--- src/rtl/hpfa_pkg.sv ---
`timescale 1ns / 1ps

package hpfa_pkg;

	localparam int REQ_W = 2;
	localparam int HDL_W = 6;
	localparam int STS_W = 2;

	typedef logic [REQ_W-1:0] req_t;
	typedef logic [HDL_W-1:0] handle_t;
	typedef logic [STS_W-1:0] status_t;

	localparam req_t REQ_ALLOC = 2'd0;
	localparam req_t REQ_TRY   = 2'd1;
	localparam req_t REQ_FREE  = 2'd2;

	localparam status_t STS_OK       = 2'd0;
	localparam status_t STS_NONE     = 2'd1;
	localparam status_t STS_BAD_FREE = 2'd2;

endpackage

--- src/rtl/handle_pool_fifo_allocator.sv ---
`timescale 1ns / 1ps
// A request and its mark and release memory reads are registered at its transfer;
// the memories are written back and its result registered when it executes, which
// waits while a held result is stalled. No new request is taken until then.
// Reset (arst_n low) empties the release queue and restarts fresh handles at zero;
// the in-use marks need no clearing pass, as marks at or above next_fresh read as zero.

module handle_pool_fifo_allocator #(
	parameter int POOL_SIZE = 64
) (
	input  logic              clk,
	input  logic              arst_n,
	input  logic              req_valid,
	output logic              req_stall,
	input  hpfa_pkg::req_t    req_type,
	input  hpfa_pkg::handle_t free_handle,
	output logic              rsp_valid,
	input  logic              rsp_stall,
	output hpfa_pkg::handle_t granted_handle,
	output hpfa_pkg::status_t status
);
	import hpfa_pkg::*;

	localparam int HW = $clog2(POOL_SIZE);
	localparam int NW = $clog2(POOL_SIZE + 1);
	localparam int XW = (NW > HDL_W) ? NW : HDL_W;

	localparam logic S_IDLE = 1'b0;
	localparam logic S_EXEC = 1'b1;

	logic state_q;

	logic [HW-1:0] head_q;
	logic [HW-1:0] tail_q;
	logic [NW-1:0] count_q;
	logic [NW-1:0] fresh_q;

	logic          rsp_valid_q;
	handle_t       granted_q;
	status_t       status_q;

	req_t          req_s1;
	logic [HW-1:0] hdl_s1;
	logic          in_range_s1;

	logic          mark_mem [POOL_SIZE];
	logic [HW-1:0] fifo_mem [POOL_SIZE];
	logic          mark_rd_s1;
	logic [HW-1:0] fifo_rd_s1;

	logic          accept;
	logic          exec_fire;
	logic [XW-1:0] free_x;

	logic          mark_we;
	logic [HW-1:0] mark_wa;
	logic          mark_wd;
	logic          push;
	logic          pop;
	logic          take_fresh;
	logic [HW-1:0] grant_h;
	status_t       sts;
	logic          mark_set;

	assign req_stall = (state_q != S_IDLE);
	assign accept    = req_valid && !req_stall;
	assign exec_fire = (state_q == S_EXEC) && (!rsp_valid_q || !rsp_stall);
	assign free_x    = XW'(free_handle);

	// A handle at or above next_fresh was never handed out, so its mark is clear
	// whatever the memory holds.
	assign mark_set = (XW'(hdl_s1) < XW'(fresh_q)) && mark_rd_s1;

	always_comb begin
		mark_we    = 1'b0;
		mark_wa    = hdl_s1;
		mark_wd    = 1'b0;
		push       = 1'b0;
		pop        = 1'b0;
		take_fresh = 1'b0;
		grant_h    = '0;
		sts        = STS_OK;
		case (req_s1)
			REQ_ALLOC: begin
				if (count_q != '0) begin
					pop     = 1'b1;
					grant_h = fifo_rd_s1;
					mark_we = 1'b1;
					mark_wa = fifo_rd_s1;
					mark_wd = 1'b1;
				end else if (fresh_q < NW'(POOL_SIZE)) begin
					take_fresh = 1'b1;
					grant_h    = fresh_q[HW-1:0];
					mark_we    = 1'b1;
					mark_wa    = fresh_q[HW-1:0];
					mark_wd    = 1'b1;
				end else begin
					sts = STS_NONE;
				end
			end
			REQ_TRY: begin
				if (count_q != '0) begin
					pop     = 1'b1;
					grant_h = fifo_rd_s1;
					mark_we = 1'b1;
					mark_wa = fifo_rd_s1;
					mark_wd = 1'b1;
				end else begin
					sts = STS_NONE;
				end
			end
			REQ_FREE: begin
				if (in_range_s1 && mark_set) begin
					mark_we = 1'b1;
					mark_wa = hdl_s1;
					mark_wd = 1'b0;
					push    = (count_q < NW'(POOL_SIZE));
				end else begin
					sts = STS_BAD_FREE;
				end
			end
			default: begin
				sts = STS_OK;
			end
		endcase
	end

	// Memories: read at the request transfer, written back when the request executes.
	// The next read only happens after the write-back, so no forwarding is needed.
	always_ff @(posedge clk) begin
		if (exec_fire && mark_we) begin
			mark_mem[mark_wa] <= mark_wd;
		end
		if (accept) begin
			mark_rd_s1 <= mark_mem[free_x[HW-1:0]];
		end
	end

	always_ff @(posedge clk) begin
		if (exec_fire && push) begin
			fifo_mem[tail_q] <= hdl_s1;
		end
		if (accept) begin
			fifo_rd_s1 <= fifo_mem[head_q];
		end
	end

	always_ff @(posedge clk) begin
		if (accept) begin
			req_s1      <= req_type;
			hdl_s1      <= free_x[HW-1:0];
			in_range_s1 <= (free_x < XW'(POOL_SIZE));
		end
		if (exec_fire) begin
			granted_q <= HDL_W'(grant_h);
			status_q  <= sts;
		end
	end

	always_ff @(posedge clk or negedge arst_n) begin
		if (!arst_n) begin
			state_q     <= S_IDLE;
			head_q      <= '0;
			tail_q      <= '0;
			count_q     <= '0;
			fresh_q     <= '0;
			rsp_valid_q <= 1'b0;
		end else begin
			case (state_q)
				S_IDLE: begin
					if (accept) begin
						state_q <= S_EXEC;
					end
				end
				S_EXEC: begin
					if (exec_fire) begin
						state_q <= S_IDLE;
					end
				end
				default: begin
					state_q <= S_IDLE;
				end
			endcase

			if (exec_fire) begin
				if (pop) begin
					head_q  <= (head_q == HW'(POOL_SIZE - 1)) ? '0 : head_q + 1'b1;
					count_q <= count_q - 1'b1;
				end
				if (push) begin
					tail_q  <= (tail_q == HW'(POOL_SIZE - 1)) ? '0 : tail_q + 1'b1;
					count_q <= count_q + 1'b1;
				end
				if (take_fresh) begin
					fresh_q <= fresh_q + 1'b1;
				end
			end

			if (exec_fire) begin
				rsp_valid_q <= 1'b1;
			end else if (!rsp_stall) begin
				rsp_valid_q <= 1'b0;
			end
		end
	end

	assign rsp_valid      = rsp_valid_q;
	assign granted_handle = granted_q;
	assign status         = status_q;

endmodule

--- config.mk ---
export PLATFORM = sky130hd
export DESIGN_NAME = handle_pool_fifo_allocator
export DESIGN_NICKNAME = d
export VERILOG_FILES = /design/src/rtl/hpfa_pkg.sv /design/src/rtl/handle_pool_fifo_allocator.sv
export SDC_FILE = /design/constraint.sdc
export NUM_CORES = 1
export LEC_CHECK = 0
export ABC_CLOCK_PERIOD_IN_PS = 3430
export BUFFER_PORTS_ARGS = -buffer_cell sky130_fd_sc_hd__buf_4
export CORE_MARGIN = 2
export CORE_UTILIZATION = 57
export DETAILED_ROUTE_END_ITERATION = 8
export MAX_ROUTING_LAYER = met4
export PLACE_DENSITY = 0.76
export SLEW_MARGIN = 40
export SYNTH_ARGS = -nofsm -noshare
export SYNTH_HDL_FRONTEND = slang
export SYNTH_SLANG_ARGS = --single-unit
--- constraint.sdc ---
create_clock -name clk -period 3.43 [get_ports clk]
set_clock_uncertainty 0.05 [all_clocks]
set_input_delay 0.5145 -clock clk [delete_from_list [all_inputs] [get_ports clk]]
set_output_delay 0.5145 -clock clk [all_outputs]
set_load 0.1 [all_outputs]
==> results of run 1 <==
==> repair_timing <==
item	in CTS	in global routing
resized for setup	0	0
endpoints found under the hold margin	28	0
setup buffers	0	0
hold buffers	1	0
==> Yosys cell counts, types with 3 or more instances <==
cell,number
nand2_1,33
a221oi_1,3
ha_1,13
a21o_1,3
mux2_2,11
xnor2_1,12
mux2i_1,29
a211oi_1,14
o21ai_0,10
o211ai_1,3
buf_2,12
inv_1,13
nor2_1,135
nand4bb_1,6
nand4_1,10
nand3_1,8
nor3_1,26
a211o_1,3
a21oi_1,31
nor2b_1,7
o22ai_1,11
and3_1,3
buf_1,8
and2_1,3
edfxtp_1,471
mux4_2,104
a22o_1,6
a22oi_1,19
or3_1,11
dfrtp_1,28
o221ai_1,10
nor4_1,10
nand2b_1,11
o31ai_1,4
clkbuf_1,48
or2_2,6
==> how the worst max path moves through the flow <==
| stage | from | slack, ns | cells after the start | to |
|---|---|---|---|---|
| after global placement | fresh_q[4]$_DFFE_PN0P_ | 0.41 | 9 | fifo_mem[1][5]$_DFFE_PP_ |
| final | fresh_q[4]$_DFFE_PN0P_ | 0.19 | 9 | fifo_mem[27][1]$_DFFE_PP_ |
| after CTS | fresh_q[4]$_DFFE_PN0P_ | 0.26 | 9 | fifo_mem[27][0]$_DFFE_PP_ |
| after global routing | fresh_q[4]$_DFFE_PN0P_ | 0.06 | 14 | count_q[6]$_DFFE_PN0P_ |
| after floorplan | hdl_s1[4]$_DFFE_PP_ | -0.12 | 13 | count_q[6]$_DFFE_PN0P_ |
| after detailed placement | fresh_q[4]$_DFFE_PN0P_ | 0.32 | 9 | fifo_mem[9][5]$_DFFE_PP_ |
==> cell usage in the layout (no fill, tap or decap), types with 4 or more instances in the layout <==
master	n
a211oi_1	13
or2_2	6
o221ai_1	10
mux4_2	104
nor2_1	118
ha_1	12
a21oi_1	28
nor2b_1	7
clkbuf_1	16
xnor2_1	12
nand2b_1	10
a22oi_1	19
nand4bb_1	6
clkinv_2	6
mux2i_1	29
buf_4	99
a22o_1	6
o22ai_1	11
or3_1	11
nand2_1	33
clkbuf_16	53
nor4_1	10
nand3_1	8
o31ai_1	4
nor2_2	16
dfrtp_1	26
edfxtp_1	471
mux2_2	11
nand4_1	10
o21ai_0	9
inv_1	13
nor3_1	25
clkinv_1	11
==> cell families after synthesis <==
group	share of synthesized area
adders and majority gates	0.00885
buffers and inverters	0.0164
muxes	0.133
and+or+nand+nor	0.0700
DFF	0.719
AOI/OAI and AO/OA	0.0466
xor gates and xnor gates	0.00594
==> area by class of cell <==
cell class                      count  area [um2]  share of cell area
Timing Repair Buffer              103         813              0.0347
Tap cell                          461         577              0.0246
Inverter                           15        56.3             0.00240
Multi-Input combinational cell    597        5560               0.237
Clock inverter                     21         180             0.00768
Sequential cell                   499       14900               0.633
Clock buffer                       71        1410              0.0603
==> power groups by stage <==
stage | Clock (mW) | Combinational (mW) | Sequential (mW)
2_1_floorplan | 0 | 2.87 | 7.36
3_5_place_dp | 0 | 4.05 | 7.44
4_1_cts | 5.38 | 4.10 | 7.31
6_report | 5.31 | 4.11 | 7.31
3_3_place_gp | 0 | 3.98 | 7.43
5_1_grt | 5.62 | 4.38 | 7.35
==> routing by layer <==
layer / up-vias / global-route usage / part of all wire
met2: 541 / 0.393 / 0.49
li1: 4927 / - / -
met1: 5808 / 0.339 / 0.39
met4: 0 / 0.0869 / 0.033
met5: - / - / 0
met3: 102 / 0.0481 / 0.088
==> sequential cells by signal, summed over array words and instances, names as in the netlist <==
name	flops
fifo_rd_s1	6
fresh_q	7
req_s1	2
status	2
head_q	6
tail_q	6
rsp_valid	1
hdl_s1	6
fifo_mem	384
granted_handle	6
count_q	7
req_stall	1
mark_mem	64
mark_rd_s1	1
==> worst max-delay path: cells and delay by family, from the launching register on <==
| kind | cells | cell delay (ns) |
|---|---|---|
| AO/OA/AOI/OAI | 3 | 0.56 |
| adder cells (fa/ha/maj) | 1 | 0.30 |
| buffers and inverters | 2 | 0.27 |
| flip-flops | 1 | 0.42 |
| AND/OR/NAND/NOR | 3 | 1.35 |
==> stage by stage <==
stage	cell area, um2	setup WS, ns	std cells	util
floorplan	20700	-0.118	1180	-
global placement	21800	0.413	1674	0.613
detailed placement	21900	0.323	1674	0.613
CTS	23500	0.262	1767	0.658
global route	23500	0.0637	1767	0.658
finish	23500	0.193	1767	0.658
==> metrics.md, run 1 <==
| Metric | Value |
|---|---|
| Largest net degree at the start of global routing | `71` |
| First-pass GRT wire length | `69500 um` |
| Worst Hold Depth | `1` |
| Crit-path max FO | `8` |
| DRT Wirelength | `44900 um` |
| Vias in the first global route | `11.6k` |
| Hold WC Path Type | `primary input to flop` |
| # fillers | `2283` |
| Int Power | `11.8 mW` |
| First-pass DRT Iterations | `8` |
| Number of max-slew violations in the final report | `0` |
| Synth Flop Type | `edfxtp_1` |
| Longest Clk Path Bufs | `3` |
| Rel. slew slack | `0.457` |
| Chip Width | `194 um` |
| Part of the power in registers | `0.437` |
| Die area | `37800 um2` |
| Max stage delay on crit path | `0.68 ns` |
| Finish-stage setup viols | `0` |
| Fin Setup TNS | `0 ns` |
| Share of post-route cells with drive strength above 1 | `0.253` |
| Cell taking the most area after synthesis | `edfxtp_1` |
| CTS H-tree depth | `2` |
| Setup crit end kind | `flop` |
| Seq/Total Area, Yosys | `0.719` |
| Status | `finished with violations` |
| WL/cell | `25.4 um` |
| Hold slack | `0.0606 ns` |
| Number of synthesized flops with an enable pin | `471` |
| Tmin final | `3.24 ns` |
| CTS tree | `done` |
| Fin. Hold Viols | `0` |
| Worst slew pin tran | `0.815 ns` |
| DR iter-0 viols | `1261` |
| Failing checks | `DRC` |
| Number of synthesized register bits | `499` |
| Worst Hold Launch | `req_type[1]` |
| CTS Buf Count | `50` |
| Initial antenna violation count | `0` |
| Asr flop ratio synth | `0.0561` |
| Detailed Place HPWL | `27500 um` |
| Overall Power | `16.7 mW` |
| Combinational Power Share | `0.246` |
| Warnings, synthesis | `0` |
| Syn-to-layout area delta | `13.6%` |
| Later-pin clock latency in the skew report | `0.59 ns` |
| Routability cong. | `0.929` |
| Reg2reg setup slack | `0.19 ns` |
| Row count | `69` |
| Cells after synthesis | `1180` |
| IO buf count | `21` |
| Gr ovfl total | `0` |
| Core area | `35700 um2` |
| Dominant cells by area after synthesis | `edfxtp_1, mux4_2, dfrtp_1, nor2_1, mux2i_1` |
| Period utilization | `0.944` |
| Clock Pin Slew Worst Setup and Hold Paths | `0.06 ns` |
| Setup crit start kind | `flop` |
| Clock network power share | `0.317` |
| Io pins | `22` |
| RSZ-0062 raised after global routing | `no` |
| Worst r2r path cells | `9` |
| Initial Util | `0.579` |
| Critical path arrival | `3.48 ns` |
| Leak | `7.58 nW` |
| Die span in y | `194 um` |
| Crit path max-delay cell type | `or3_1` |
| Data required, critical path | `3.67 ns` |
| Net switching power | `4.90 mW` |
| Root buffer cell | `clkbuf_16` |
| Vias | `11.4k` |
| Sw frac | `0.293` |
| Cell area power density | `713 nW/um2` |
| Maximum vdd drop | `0.000404 V` |
| FF-to-FF Start | `fresh_q[4]$_DFFE_PN0P_` |
| Crit Path Class | `flop to flop` |
| Hold path endpoint | `req_s1[1]$_DFFE_PP_` |
| Net Count, Synth | `1206` |
| Yosys cell types | `69` |
| Critical path cell sequence | `inv_1 -> ha_1 -> a211oi_2 -> o31ai_1 -> a21oi_2 -> nand3_1 -> or3_1 -> nor2_1 -> buf_4` |
| Residual DRC | `3` |
| Fmax | `0.309 GHz` |
| Number of clock sinks | `499` |
| Max_cap viols | `0` |
| Worst R2R End | `fifo_mem[27][1]$_DFFE_PP_` |
| Post-Syn Area | `20700 um2` |
| GR Util All Layers | `0.252` |
| Avg Cell Area, Syn | `17.5 um2` |
| Post-synth top area share | `0.685` |
| Nets@finish | `1292` |
| Detail Route Antenna Nets | `0` |
| Diode count | `0` |
| Vias per cell | `6.44` |
Power figures use the tool's default switching activity.
==> inputs of run 2 (changes only) <==
- CORE_MARGIN: 2 -> default
==> metrics.md, run 2 (synthesized netlist as in run 1, its figures left out) <==
| Metric | Value |
|---|---|
| Status | `finished clean (was finished with violations)` |
| Crit Path Class | `flop to flop (unchanged)` |
| Data required, critical path | `3.69 ns (was 3.67 ns)` |
| Row count | `69 (unchanged)` |
| RSZ-0062 raised after global routing | `no (unchanged)` |
| First-pass GRT wire length | `68800 um (was 69500 um)` |
| First-pass DRT Iterations | `6 (was 8)` |
| Tmin final | `3.15 ns (was 3.24 ns)` |
| Nets@finish | `1280 (was 1292)` |
| Rel. slew slack | `0.456 (was 0.457)` |
| Largest regs | `fifo_mem x384, mark_mem x64 (unchanged)` |
| Post-CTS Hold Buffers | `1 (unchanged)` |
| Fmax | `0.317 GHz (was 0.309 GHz)` |
| Period utilization | `0.920 (was 0.944)` |
| Multi-input logic area | `5560 um2 (about the same)` |
| Setup crit end kind | `flop (unchanged)` |
| Vias | `11.3k (was 11.4k)` |
| Detail Route Antenna Nets | `0 (unchanged)` |
| PnR worst setup slack | `0.276 ns (was 0.193 ns)` |
| GR Util All Layers | `0.261 (was 0.252)` |
| Die span in y | `192 um (was 194 um)` |
| DR iter-0 viols | `1362 (was 1261)` |
| Number of max-slew violations in the final report | `0 (unchanged)` |
| Post-Layout Cell Count | `1755 (was 1767)` |
| Root buffer cell | `clkbuf_16 (unchanged)` |
| Initial antenna violation count | `0 (unchanged)` |
| Placed Cells | `1661 (was 1674)` |
| Gr ovfl total | `0 (unchanged)` |
| Max_cap viols | `0 (unchanged)` |
| Routability cong. | `0.929 (about the same)` |
| Place WS | `0.307 ns (was 0.323 ns)` |
| Finish-stage setup viols | `0 (unchanged)` |
| Setup crit start kind | `flop (unchanged)` |
| Initial Util | `0.581 (was 0.579)` |
| Storage cell area | `14900 um2 (unchanged)` |
| IO buf count | `21 (unchanged)` |
| Most frequent cells in the layout | `edfxtp_1, nor2_1, mux4_2 (unchanged)` |
| # fillers | `2328 (was 2283)` |
| Biggest register | `fifo_mem (unchanged)` |
| DRT Wirelength | `44500 um (was 44900 um)` |
| Setup bufs post-CTS | `0 (unchanged)` |
| WL/cell | `25.4 um (about the same)` |
| Crit-path max FO | `8 (unchanged)` |
| Die area | `37000 um2 (was 37800 um2)` |
| Leak | `7.53 nW (was 7.58 nW)` |
| Hold WC Path Type | `primary input to flop (unchanged)` |
| CTS tree | `done (unchanged)` |
| Io pins | `22 (unchanged)` |
| Clock Pin Slew Worst Setup and Hold Paths | `0.06 ns (about the same)` |
| Diode count | `0 (unchanged)` |
| CTS Buf Count | `50 (unchanged)` |
| Syn-to-layout area delta | `13.2% (was 13.6%)` |
| CTS H-tree depth | `2 (unchanged)` |
| Final core utilization | `0.657 (was 0.658)` |
| Residual DRC | `0 (was 3)` |
| Most common cell after layout, fill and taps aside | `edfxtp_1 (unchanged)` |
| Share of post-route cells with drive strength above 1 | `0.251 (was 0.253)` |
| Chip Width | `192 um (was 194 um)` |
| Critical path arrival | `3.41 ns (was 3.48 ns)` |
| Vias per cell | `6.46 (was 6.44)` |
| Fin. Hold Viols | `0 (unchanged)` |
| Largest net degree at the start of global routing | `71 (unchanged)` |
| Number of clock sinks | `499 (unchanged)` |
| Later-pin clock latency in the skew report | `0.60 ns (was 0.59 ns)` |
| Post_cts resized | `0 (unchanged)` |
| Longest Clk Path Bufs | `3 (unchanged)` |
| Core area | `35600 um2 (was 35700 um2)` |
| Maximum vdd drop | `0.000503 V (was 0.000404 V)` |
| Detailed Place HPWL | `27400 um (was 27500 um)` |
| Vias in the first global route | `11.4k (was 11.6k)` |
| Cell area power density | `714 nW/um2 (was 713 nW/um2)` |
| Number of flip-flops under the largest register name | `384 (unchanged)` |
| Fin Setup TNS | `0 ns (unchanged)` |
| Worst slew pin tran | `0.816 ns (was 0.815 ns)` |
==> run 2: cell count changes in the layout (fill, tap and decap cells not counted), sizes merged <==
cell      delta
clkinvlp     +2
clkbuf      -14
inv          +2
buf         -12
clkinv       +9
bufinv       +1
==> run 2: worst max-delay path, cell delays in order (launching register included) <==
cell	delay [ns]
dfrtp_1	0.41
inv_1	0.08
ha_1	0.30
a211oi_2	0.20
o31ai_1	0.11
a21oi_2	0.24
nand3_1	0.29
or3_1	0.66
nor2_1	0.33
buf_4	0.19
==> run 2: final cells by class <==
| type | instances | share of cell area |
|---|---|---|
| clock buffers | 57 | 0.0555 |
| clock inverters | 35 | 0.0126 |
| inverters | 15 | 0.00241 |
| multi-input cells | 597 | 0.238 |
| flip-flops and latches | 499 | 0.635 |
| well taps | 461 | 0.0247 |
| repair buffers | 91 | 0.0320 |
==> run 2: power breakdown <==
| part | internal (mW) | switching, mW |
|---|---|---|
| combinational | 1.83 | 2.28 |
| clock | 3.03 | 2.28 |
| sequential | 6.92 | 0.373 |
| total | 11.8 | 4.93 |
==> run 2: worst paths after layout <==
kind                                             start                   endpoint  slack [ns]  cells past startpoint
max in group asynchronous                       arst_n      head_q[1]$_DFFE_PN0P_        2.67                      2
worst min register to register  fresh_q[4]$_DFFE_PN0P_     fresh_q[4]$_DFFE_PN0P_        0.49                      1
worst max-delay path            fresh_q[4]$_DFFE_PN0P_  fifo_mem[27][3]$_DFFE_PP_        0.28                      9
worst max register to register  fresh_q[4]$_DFFE_PN0P_  fifo_mem[27][3]$_DFFE_PP_        0.28                      9
worst min-delay path                       req_type[0]        req_s1[0]$_DFFE_PP_        0.06                      1
min in group asynchronous                       arst_n      rsp_valid$_DFFE_PN0P_        0.32                      2
==> run 2: stage by stage <==
stage / cell area [um2] / hold slack [ns] / total power [mW]
finish: 23400 / 0.0580 / 16.7
global route: 23400 / 0.0404 / 17.3
CTS: 23400 / 0.0326 / 16.8
detailed placement: 21800 / 0.413 / 11.5
global placement: 21800 / 0.408 / 11.4
floorplan: 20700 / 0.169 / 10.2
==> run 2: metal layers <==
metal  GRT usage  share of wire
met3      0.0478          0.095
met1       0.359           0.40
met4      0.0902          0.029
met5           -              0
met2       0.396           0.48
